### src/hdl/bspa_pkg.sv
// ----------------------------------------------------------------------------
// bspa_pkg
// Shared types, codes and helpers of the barrier slot pool allocator.
// ----------------------------------------------------------------------------
package bspa_pkg;

  localparam int NUM_POOLS_DEF      = 4;
  localparam int SLOTS_PER_POOL_DEF = 8;

  localparam int CTX_W   = 16;
  localparam int ROOT_W  = 16;
  localparam int CNT_W   = 9;
  localparam int POOL_W  = 2;
  localparam int SLOT_W  = 3;
  localparam int PEN_W   = 3;
  localparam int SPP_W   = 4;
  localparam int CFG_IDX_W  = 1;
  localparam int CFG_DATA_W = 4;

  localparam logic [CNT_W-1:0] COUNT_MAX = 9'd256;

  localparam logic [PEN_W-1:0] PEN_RESET = 3'd4;
  localparam logic [SPP_W-1:0] SPP_RESET = 4'd8;

  localparam logic [CFG_IDX_W-1:0] CFG_POOLS_ENABLED  = 1'b0;
  localparam logic [CFG_IDX_W-1:0] CFG_SLOTS_PER_POOL = 1'b1;

  localparam logic REQ_SETUP   = 1'b0;
  localparam logic REQ_RELEASE = 1'b1;

  typedef struct packed {
    logic [CTX_W-1:0]  ctx;
    logic [ROOT_W-1:0] root;
    logic [CNT_W-1:0]  alloc_cnt;
    logic [CNT_W-1:0]  free_cnt;
    logic [CNT_W-1:0]  grp_size;
  } entry_t;

  typedef struct packed {
    logic we;
    logic busy_set;
    logic busy_clr;
  } tbl_cmd_t;

  function automatic logic [CNT_W-1:0] sat_inc(input logic [CNT_W-1:0] v);
    return (v >= COUNT_MAX) ? COUNT_MAX : CNT_W'(v + 1'b1);
  endfunction

endpackage

### src/hdl/bspa_table.sv
// ----------------------------------------------------------------------------
// bspa_table
// Slot entry memory (registered read) and per-slot busy flags.
// ----------------------------------------------------------------------------
module bspa_table #(
  parameter int DEPTH = bspa_pkg::NUM_POOLS_DEF * bspa_pkg::SLOTS_PER_POOL_DEF,
  parameter int AW    = (DEPTH > 1) ? $clog2(DEPTH) : 1
) (
  input  logic               clk,
  input  logic               rst,
  input  logic [AW-1:0]      rd_addr,
  output bspa_pkg::entry_t   rd_data,
  input  bspa_pkg::tbl_cmd_t cmd,
  input  logic [AW-1:0]      wr_addr,
  input  bspa_pkg::entry_t   wr_data,
  output logic [DEPTH-1:0]   busy
);

  bspa_pkg::entry_t mem [DEPTH];

  always_ff @(posedge clk) begin
    if (cmd.we) begin
      mem[wr_addr] <= wr_data;
    end
    rd_data <= mem[rd_addr];
  end

  always_ff @(posedge clk) begin
    if (rst) begin
      busy <= '0;
    end else if (cmd.busy_set) begin
      busy[wr_addr] <= 1'b1;
    end else if (cmd.busy_clr) begin
      busy[wr_addr] <= 1'b0;
    end
  end

endmodule

### src/hdl/bspa_ctrl.sv
// ----------------------------------------------------------------------------
// bspa_ctrl
// Request sequencer: match scan, round-robin free search, release update.
// ----------------------------------------------------------------------------
module bspa_ctrl #(
  parameter int NUM_POOLS      = bspa_pkg::NUM_POOLS_DEF,
  parameter int SLOTS_PER_POOL = bspa_pkg::SLOTS_PER_POOL_DEF,
  parameter int DEPTH = NUM_POOLS * SLOTS_PER_POOL,
  parameter int AW    = (DEPTH > 1) ? $clog2(DEPTH) : 1,
  parameter int PCW   = $clog2(NUM_POOLS + 1),
  parameter int SCW   = $clog2(SLOTS_PER_POOL + 1)
) (
  input  logic                        clk,
  input  logic                        rst,
  input  logic [PCW-1:0]              np,
  input  logic [SCW-1:0]              ns,
  input  logic                        req_valid,
  output logic                        req_stall,
  input  logic                        req_type,
  input  logic [bspa_pkg::CTX_W-1:0]  context_id,
  input  logic [bspa_pkg::ROOT_W-1:0] root_proc,
  input  logic [bspa_pkg::CNT_W-1:0]  local_procs,
  input  logic [bspa_pkg::POOL_W-1:0] pool_sel,
  input  logic [bspa_pkg::SLOT_W-1:0] slot_sel,
  output logic                        rsp_valid,
  input  logic                        rsp_stall,
  output logic                        granted,
  output logic                        newly_taken,
  output logic [bspa_pkg::POOL_W-1:0] pool_out,
  output logic [bspa_pkg::SLOT_W-1:0] slot_out,
  output logic                        slot_freed,
  output logic [AW-1:0]               rd_addr,
  input  bspa_pkg::entry_t            rd_data,
  output bspa_pkg::tbl_cmd_t          cmd,
  output logic [AW-1:0]               wr_addr,
  output bspa_pkg::entry_t            wr_data,
  input  logic [DEPTH-1:0]            busy
);

  localparam int PIW = (NUM_POOLS > 1) ? $clog2(NUM_POOLS) : 1;
  localparam int SIW = (SLOTS_PER_POOL > 1) ? $clog2(SLOTS_PER_POOL) : 1;

  localparam logic [2:0] ST_IDLE   = 3'd0;
  localparam logic [2:0] ST_MSCAN  = 3'd1;
  localparam logic [2:0] ST_FSCAN  = 3'd2;
  localparam logic [2:0] ST_RREAD  = 3'd3;
  localparam logic [2:0] ST_RESULT = 3'd4;

  logic [2:0] state;

  logic [bspa_pkg::CTX_W-1:0]  ctx_q;
  logic [bspa_pkg::ROOT_W-1:0] root_q;
  logic [bspa_pkg::CNT_W-1:0]  procs_q;
  logic [AW-1:0]               rel_addr_q;

  logic [PIW-1:0] scan_p, cmp_p, f_p, last_pool;
  logic [SIW-1:0] scan_s, cmp_s, f_s;
  logic [PCW-1:0] f_cnt;
  logic           iss_done, cmp_valid;

  logic                        r_g, r_t, r_f;
  logic [PIW-1:0]              r_p;
  logic [SIW-1:0]              r_s;

  logic [AW-1:0]          scan_addr, cmp_addr, f_addr, rel_addr_in;
  logic                   rel_ok, hit_m, f_hit, rel_done, scan_s_last, scan_p_last;
  logic                   f_s_last, f_cnt_last;
  logic [bspa_pkg::CNT_W-1:0] new_free;
  logic [PIW-1:0]         last_nxt, f_nxt;

  function automatic logic [PIW-1:0] pool_nxt(input logic [PIW-1:0] p,
                                               input logic [PCW-1:0] n);
    return ((PCW+1)'(p) + 1'b1 >= (PCW+1)'(n)) ? '0 : PIW'(p + 1'b1);
  endfunction

  assign req_stall = (state != ST_IDLE);

  always_comb begin
    scan_addr   = AW'(32'(scan_p) * SLOTS_PER_POOL + 32'(scan_s));
    cmp_addr    = AW'(32'(cmp_p) * SLOTS_PER_POOL + 32'(cmp_s));
    f_addr      = AW'(32'(f_p) * SLOTS_PER_POOL + 32'(f_s));
    rel_addr_in = AW'(32'(pool_sel) * SLOTS_PER_POOL + 32'(slot_sel));
    rel_ok      = (32'(pool_sel) < NUM_POOLS) && (32'(slot_sel) < SLOTS_PER_POOL);

    scan_s_last = ((SCW+1)'(scan_s) + 1'b1 >= (SCW+1)'(ns));
    scan_p_last = ((PCW+1)'(scan_p) + 1'b1 >= (PCW+1)'(np));
    f_s_last    = ((SCW+1)'(f_s) + 1'b1 >= (SCW+1)'(ns));
    f_cnt_last  = ((PCW+1)'(f_cnt) + 1'b1 >= (PCW+1)'(np));
    last_nxt    = pool_nxt(last_pool, np);
    f_nxt       = pool_nxt(f_p, np);

    hit_m = (state == ST_MSCAN) && cmp_valid && busy[cmp_addr] &&
            (rd_data.ctx == ctx_q) && (rd_data.root == root_q);
    f_hit = (state == ST_FSCAN) && (ns != '0) && !busy[f_addr];

    new_free = bspa_pkg::sat_inc(rd_data.free_cnt);
    rel_done = (new_free == rd_data.grp_size);

    rd_addr = (state == ST_IDLE) ? rel_addr_in : scan_addr;

    cmd     = '0;
    wr_addr = cmp_addr;
    wr_data = rd_data;
    if (hit_m) begin
      cmd.we             = 1'b1;
      wr_data.alloc_cnt  = bspa_pkg::sat_inc(rd_data.alloc_cnt);
      wr_data.grp_size   = procs_q;
    end else if (f_hit) begin
      cmd.we             = 1'b1;
      cmd.busy_set       = 1'b1;
      wr_addr            = f_addr;
      wr_data.ctx        = ctx_q;
      wr_data.root       = root_q;
      wr_data.alloc_cnt  = bspa_pkg::CNT_W'(1);
      wr_data.free_cnt   = '0;
      wr_data.grp_size   = procs_q;
    end else if (state == ST_RREAD) begin
      cmd.we             = 1'b1;
      cmd.busy_clr       = rel_done;
      wr_addr            = rel_addr_q;
      wr_data.free_cnt   = new_free;
    end
  end

  always_ff @(posedge clk) begin
    if (rst) begin
      state     <= ST_IDLE;
      rsp_valid <= 1'b0;
      last_pool <= '0;
      cmp_valid <= 1'b0;
    end else begin
      rsp_valid <= (state == ST_RESULT) || (rsp_valid && rsp_stall);
      unique case (state)
        ST_IDLE: begin
          if (req_valid) begin
            ctx_q      <= context_id;
            root_q     <= root_proc;
            procs_q    <= local_procs;
            rel_addr_q <= rel_addr_in;
            r_g <= 1'b0;
            r_t <= 1'b0;
            r_f <= 1'b0;
            r_p <= '0;
            r_s <= '0;
            if (req_type == bspa_pkg::REQ_SETUP) begin
              state     <= ST_MSCAN;
              scan_p    <= '0;
              scan_s    <= '0;
              cmp_valid <= 1'b0;
              iss_done  <= (np == '0) || (ns == '0);
            end else if (rel_ok && busy[rel_addr_in]) begin
              state <= ST_RREAD;
            end else begin
              state <= ST_RESULT;
            end
          end
        end
        ST_MSCAN: begin
          if (hit_m) begin
            r_g       <= 1'b1;
            r_p       <= cmp_p;
            r_s       <= cmp_s;
            cmp_valid <= 1'b0;
            state     <= ST_RESULT;
          end else if (iss_done && !cmp_valid) begin
            f_p   <= last_nxt;
            f_s   <= '0;
            f_cnt <= '0;
            state <= (np == '0) ? ST_RESULT : ST_FSCAN;
          end else begin
            cmp_valid <= !iss_done;
            cmp_p     <= scan_p;
            cmp_s     <= scan_s;
            if (!iss_done) begin
              if (scan_s_last) begin
                scan_s <= '0;
                if (scan_p_last) begin
                  iss_done <= 1'b1;
                end else begin
                  scan_p <= PIW'(scan_p + 1'b1);
                end
              end else begin
                scan_s <= SIW'(scan_s + 1'b1);
              end
            end
          end
        end
        ST_FSCAN: begin
          if (f_hit) begin
            r_g       <= 1'b1;
            r_t       <= 1'b1;
            r_p       <= f_p;
            r_s       <= f_s;
            last_pool <= f_p;
            state     <= ST_RESULT;
          end else if (f_s_last) begin
            f_s <= '0;
            if (f_cnt_last) begin
              state <= ST_RESULT;
            end else begin
              f_cnt <= PCW'(f_cnt + 1'b1);
              f_p   <= f_nxt;
            end
          end else begin
            f_s <= SIW'(f_s + 1'b1);
          end
        end
        ST_RREAD: begin
          r_f   <= rel_done;
          state <= ST_RESULT;
        end
        ST_RESULT: begin
          if (!rsp_valid || !rsp_stall) begin
            granted     <= r_g;
            newly_taken <= r_t;
            pool_out    <= bspa_pkg::POOL_W'(r_p);
            slot_out    <= bspa_pkg::SLOT_W'(r_s);
            slot_freed  <= r_f;
            state       <= ST_IDLE;
          end
        end
        default: begin
          state <= ST_IDLE;
        end
      endcase
    end
  end

endmodule

### src/hdl/barrier_slot_pool_allocator.sv
// ----------------------------------------------------------------------------
// barrier_slot_pool_allocator
// Barrier slot table with pooled round-robin allocation and release counting.
// ----------------------------------------------------------------------------
// Setup: a match scan (one table read per cycle), then a free search if no
//   match is found, then the output is loaded (waits on a stall).
// Release: entry read and free-count update; skipped if the slot is already free.
// One transaction in flight; the next is accepted once the result is loaded.
// Reset clears all busy flags and the last-used pool and sets config to its
//   defaults; no clearing pass over the entry memory.
module barrier_slot_pool_allocator #(
  parameter int NUM_POOLS      = bspa_pkg::NUM_POOLS_DEF,
  parameter int SLOTS_PER_POOL = bspa_pkg::SLOTS_PER_POOL_DEF
) (
  input  logic                            clk,
  input  logic                            rst,
  input  logic                            cfg_valid,
  output logic                            cfg_ready,
  input  logic [bspa_pkg::CFG_IDX_W-1:0]  cfg_index,
  input  logic [bspa_pkg::CFG_DATA_W-1:0] cfg_data,
  input  logic                            req_valid,
  output logic                            req_stall,
  input  logic                            req_type,
  input  logic [bspa_pkg::CTX_W-1:0]      context_id,
  input  logic [bspa_pkg::ROOT_W-1:0]     root_proc,
  input  logic [bspa_pkg::CNT_W-1:0]      local_procs,
  input  logic [bspa_pkg::POOL_W-1:0]     pool_sel,
  input  logic [bspa_pkg::SLOT_W-1:0]     slot_sel,
  output logic                            rsp_valid,
  input  logic                            rsp_stall,
  output logic                            granted,
  output logic                            newly_taken,
  output logic [bspa_pkg::POOL_W-1:0]     pool_out,
  output logic [bspa_pkg::SLOT_W-1:0]     slot_out,
  output logic                            slot_freed
);

  localparam int DEPTH = NUM_POOLS * SLOTS_PER_POOL;
  localparam int AW    = (DEPTH > 1) ? $clog2(DEPTH) : 1;
  localparam int PCW   = $clog2(NUM_POOLS + 1);
  localparam int SCW   = $clog2(SLOTS_PER_POOL + 1);

  logic [bspa_pkg::PEN_W-1:0] pools_enabled;
  logic [bspa_pkg::SPP_W-1:0] slots_per_pool;
  logic [PCW-1:0]             np;
  logic [SCW-1:0]             ns;

  logic [AW-1:0]      rd_addr, wr_addr;
  bspa_pkg::entry_t   rd_data, wr_data;
  bspa_pkg::tbl_cmd_t cmd;
  logic [DEPTH-1:0]   busy;

  assign cfg_ready = 1'b1;

  always_ff @(posedge clk) begin
    if (rst) begin
      pools_enabled  <= bspa_pkg::PEN_RESET;
      slots_per_pool <= bspa_pkg::SPP_RESET;
    end else if (cfg_valid && cfg_ready) begin
      unique case (cfg_index)
        bspa_pkg::CFG_POOLS_ENABLED: begin
          pools_enabled <= cfg_data[bspa_pkg::PEN_W-1:0];
        end
        bspa_pkg::CFG_SLOTS_PER_POOL: begin
          slots_per_pool <= cfg_data[bspa_pkg::SPP_W-1:0];
        end
        default: begin
        end
      endcase
    end
  end

  always_comb begin
    np = (32'(pools_enabled) > NUM_POOLS) ? PCW'(NUM_POOLS) : PCW'(pools_enabled);
    ns = (32'(slots_per_pool) > SLOTS_PER_POOL) ? SCW'(SLOTS_PER_POOL)
                                                : SCW'(slots_per_pool);
  end

  bspa_table #(
    .DEPTH (DEPTH),
    .AW    (AW)
  ) u_table (
    .clk     (clk),
    .rst     (rst),
    .rd_addr (rd_addr),
    .rd_data (rd_data),
    .cmd     (cmd),
    .wr_addr (wr_addr),
    .wr_data (wr_data),
    .busy    (busy)
  );

  bspa_ctrl #(
    .NUM_POOLS      (NUM_POOLS),
    .SLOTS_PER_POOL (SLOTS_PER_POOL),
    .DEPTH          (DEPTH),
    .AW             (AW),
    .PCW            (PCW),
    .SCW            (SCW)
  ) u_ctrl (
    .clk         (clk),
    .rst         (rst),
    .np          (np),
    .ns          (ns),
    .req_valid   (req_valid),
    .req_stall   (req_stall),
    .req_type    (req_type),
    .context_id  (context_id),
    .root_proc   (root_proc),
    .local_procs (local_procs),
    .pool_sel    (pool_sel),
    .slot_sel    (slot_sel),
    .rsp_valid   (rsp_valid),
    .rsp_stall   (rsp_stall),
    .granted     (granted),
    .newly_taken (newly_taken),
    .pool_out    (pool_out),
    .slot_out    (slot_out),
    .slot_freed  (slot_freed),
    .rd_addr     (rd_addr),
    .rd_data     (rd_data),
    .cmd         (cmd),
    .wr_addr     (wr_addr),
    .wr_data     (wr_data),
    .busy        (busy)
  );

endmodule

### config.mk
export PLATFORM = sky130hd
export DESIGN_NAME = barrier_slot_pool_allocator
export DESIGN_NICKNAME = d
export VERILOG_FILES = /design/src/hdl/bspa_pkg.sv /design/src/hdl/bspa_table.sv /design/src/hdl/bspa_ctrl.sv /design/src/hdl/barrier_slot_pool_allocator.sv
export SDC_FILE = /design/constraint.sdc
export NUM_CORES = 2
export LEC_CHECK = 0
export BUFFER_PORTS_ARGS = -buffer_cell sky130_fd_sc_hd__buf_4
export CELL_PAD_IN_SITES_DETAIL_PLACEMENT = 1
export CELL_PAD_IN_SITES_GLOBAL_PLACEMENT = 1
export CORE_MARGIN = 5
export CORE_UTILIZATION = 52
export CTS_BUF_LIST = sky130_fd_sc_hd__clkbuf_8
export CTS_CLUSTER_SIZE = 40
export DETAILED_ROUTE_END_ITERATION = 10
export PLACE_DENSITY = 0.81
export SETUP_SLACK_MARGIN = 0.2
export SYNTH_ARGS = -nofsm -noshare
export SYNTH_HDL_FRONTEND = slang
export SYNTH_SLANG_ARGS = --single-unit
### constraint.sdc
create_clock -name clk -period 6.3 [get_ports clk]
set_clock_uncertainty 0.2 [all_clocks]
set_input_delay 1.26 -clock clk [delete_from_list [all_inputs] [get_ports clk]]
set_output_delay 1.26 -clock clk [all_outputs]
set_load 0.1 [all_outputs]
==> reports/metrics.cfg <==
[outcome]
status=completed

[synthesis]
synth-simple-area-share=0.0661
synth_ff_type=edfxtp_1
syn_nets=3897
synth_top_family_by_area=multiplexers
syn_avg_cell_area_um2=18.4
synth_seq_cells=1777
synth_edf_count=1681
synth_warnings=0
ys_top_cells_by_area=edfxtp_1 72%, mux4_2 14%, nand2_1 3.2%
synth_cell_types=77
synth.top_cell.area_share=0.720
synth_compound_area_frac=0.0218
synth_fa_ha_area_frac=0.00493
yosysSeqAreaShare=0.748
synth_top_area_cell=edfxtp_1
syn_area_um2=70100
syn_inst=3814
async_flop_share=0
synth_xor_area_frac=0.00487
synth.mux.area_fraction=0.141

[global_route]
grt-ovfl-total=0
antenna_found_initial=9
grt_max_degree=101
grt_pass1_wl_um=289000
track_usage=0.279
first_global_vias=41767

[worst_hold_path]
hold_end=u_ctrl.slot_out[1]
hold_depth=0
hold_start=u_ctrl.r_s[1]
min_path_type=reg -> reg

[setup_path]
worst_setup_path_start_kind=flip-flop
crit_path_end_kind=flip-flop
crit_family=simple AND/OR/NAND/NOR gates
r2r-end=u_table.mem[11][12]
path_buf_inv=2
reg2reg_slack_ps=830
path_max_fanout=39
cpMaxStageDelayCell=or4_1
crit_path_cell_trace=nor3b_2 -> buf_4 -> nand4_1 -> or4_1 -> or4_1 -> o21ai_4 -> a21boi_2 -> o221ai_2 -> nor3_4 -> buf_4
crit_type=reg -> reg
critical_path_arrival_ps=5860
required_ps=6680
timing.rr.start=u_ctrl.state[0]
reg2reg_depth=10
slowest_delay_ps=730

[route]
drt.antenna.violating_nets=0
wl_per_cell_um=32.6
drtIter0Drc=4754
drcViolationCount=0
via_count=39453
detail_route.first_pass.iterations=5
viasPerCell=6.51
finalWirelength_um=197000

[cts]
cts_setup_buffers=0
path_clk_slew_ps=60
cts_tree=yes
cts_buffers=299
clockRootBuffer=clkbuf_8
hold_buffers=0
clk_latency_ps=1020
clock_path_buffers=4
numClockSinks=1777
h-tree-depth=5
cts_resized=0

[job]
maxCapViolCount=0

[place]
post-dp-hpwl_um=110000
port_buffers=66
pre_cts_ws_ps=945
place.gp.congestion=0.866
placed_cell_area_um2=73400

[timing]
max-slew-margin-rel=0.101
rsz0062_at_grt=no
timing_hold_violations_final=0
worst_pin_slew_ps=1350
min_period_ps=5470
finalSetupViolCount=0
layout_setup_ws_ps=829
finalSetupTns_ps=0
slew_viol_final=0
period_share=0.868
fmax_ghz=0.183

[layout]
post-route-cell-area_um2=78700
fin_nets=4157
area_delta_synth_final_pct=12.3
drive_above_1_share=0.243

[die]
coreArea_um2=134000
dieArea_um2=142000
initial_core_util=0.524
die_y_um=377
die_x_um=377
core.rowCount=134
io_pins=68

[power]
power_density_nw_per_um2=363
irDropWorstVdd_mv=0.235
p_leak_nw=26.1

-- power by group --
group          internal [mW]  switching, mW
clock network           4.82           4.59
registers               14.3          0.214
logic                   1.34           3.30
-- worst register-to-register path: stages, from the launching register on --
cell	delay (ps)
dfxtp_1	600
nor3b_2	440
buf_4	270
nand4_1	120
or4_1	610
or4_1	730
o21ai_4	300
a21boi_2	320
o221ai_2	450
nor3_4	410
buf_4	640
-- final cells by class --
| cell class | count | area (µm²) |
|---|---|---|
| inverter | 20 | 75.1 |
| timing repair buffer | 174 | 1620 |
| fill | 11687 | 54900 |
| tap | 1768 | 2210 |
| sequential | 1777 | 52400 |
| antenna | 7 | 17.5 |
| clock inverter | 189 | 853 |
| clock buffer | 323 | 4450 |
| multi-input combinational | 1802 | 17100 |
-- sequential cells by signal (all words and copies together), names as in the netlist, 3 cells and up, named ones only --
name,count
u_table.mem,1600
u_table.rd_data,50
u_ctrl.ctx_q,16
u_ctrl.root_q,16
u_ctrl.procs_q,9
u_ctrl.rel_addr_q,5
slots_per_pool,4
pools_enabled,3
u_ctrl.cmp_s,3
u_ctrl.f_cnt,3
u_ctrl.f_s,3
u_ctrl.r_s,3
u_ctrl.scan_s,3
u_ctrl.slot_out,3
u_ctrl.state,3
-- how the worst max path moves through the flow --
stage	endpoint	cells after the start	startpoint
floorplan	u_table.mem[0][0]	11	u_ctrl.f_s[0]
global placement	u_table.mem[3][28]	10	u_ctrl.state[0]
detailed placement	u_table.mem[11][35]	10	u_ctrl.state[0]
CTS	u_table.mem[11][12]	10	u_ctrl.state[0]
global route	u_table.mem[11][6]	10	u_ctrl.state[0]
finish	u_table.mem[11][12]	10	u_ctrl.state[0]
-- cells in the final DEF (no fill, tap or decap), types with 41 or more instances in the layout --
master,n
edfxtp_1,1681
nand2_1,606
mux4_2,423
clkbuf_8,323
nand3_1,273
buf_4,149
inv_1,123
dfxtp_1,96
o21ai_0,64
clkinv_1,41
-- layer usage --
metal | GRT usage | vias up | wire length, µm
li1 | - | 15739 | -
met1 | 0.370 | 20692 | 73700
met2 | 0.450 | 2515 | 96800
met3 | 0.0627 | 501 | 18200
met4 | 0.125 | 6 | 8740
met5 | 0 | - | 43
-- cells in the mapped netlist, types with 11 or more instances --
cell type and count:
edfxtp_1 1681, nand2_1 606, mux4_2 423, nand3_1 273, clkbuf_1 135, dfxtp_1 96
o21ai_0 68, nor2_1 66, buf_2 54, a21oi_1 33, ha_1 26, xor2_1 22
o211ai_1 21, buf_1 20, inv_1 18, mux2i_1 18, nor3_1 18, xnor2_1 17
nor2b_1 16, nand2b_1 15, o21ai_1 14, a21o_1 11
-- stage by stage --
| step | instances | utilization | power [mW] | hold slack [ps] |
|---|---|---|---|---|
| after global placement | 5541 | 0.549 | 19.0 | 202 |
| after global routing | 6056 | 0.589 | 29.7 | 177 |
| final | 6060 | 0.589 | 28.6 | 228 |
| after CTS | 6053 | 0.589 | 28.7 | 161 |
| after floorplan | 3814 | - | 17.4 | 200 |
| after detailed placement | 5541 | 0.549 | 19.3 | 213 |
-- logic make-up after synthesis --
group / after synthesis
multiplexers: 452
AND/OR/NAND/NOR: 1059
AO/OA/AOI/OAI: 223
adder cells (fa/ha/maj): 28
other: 1
XOR/XNOR: 39
flip-flops: 1777
buffers and inverters: 235
(Power assumes the default switching activity.)
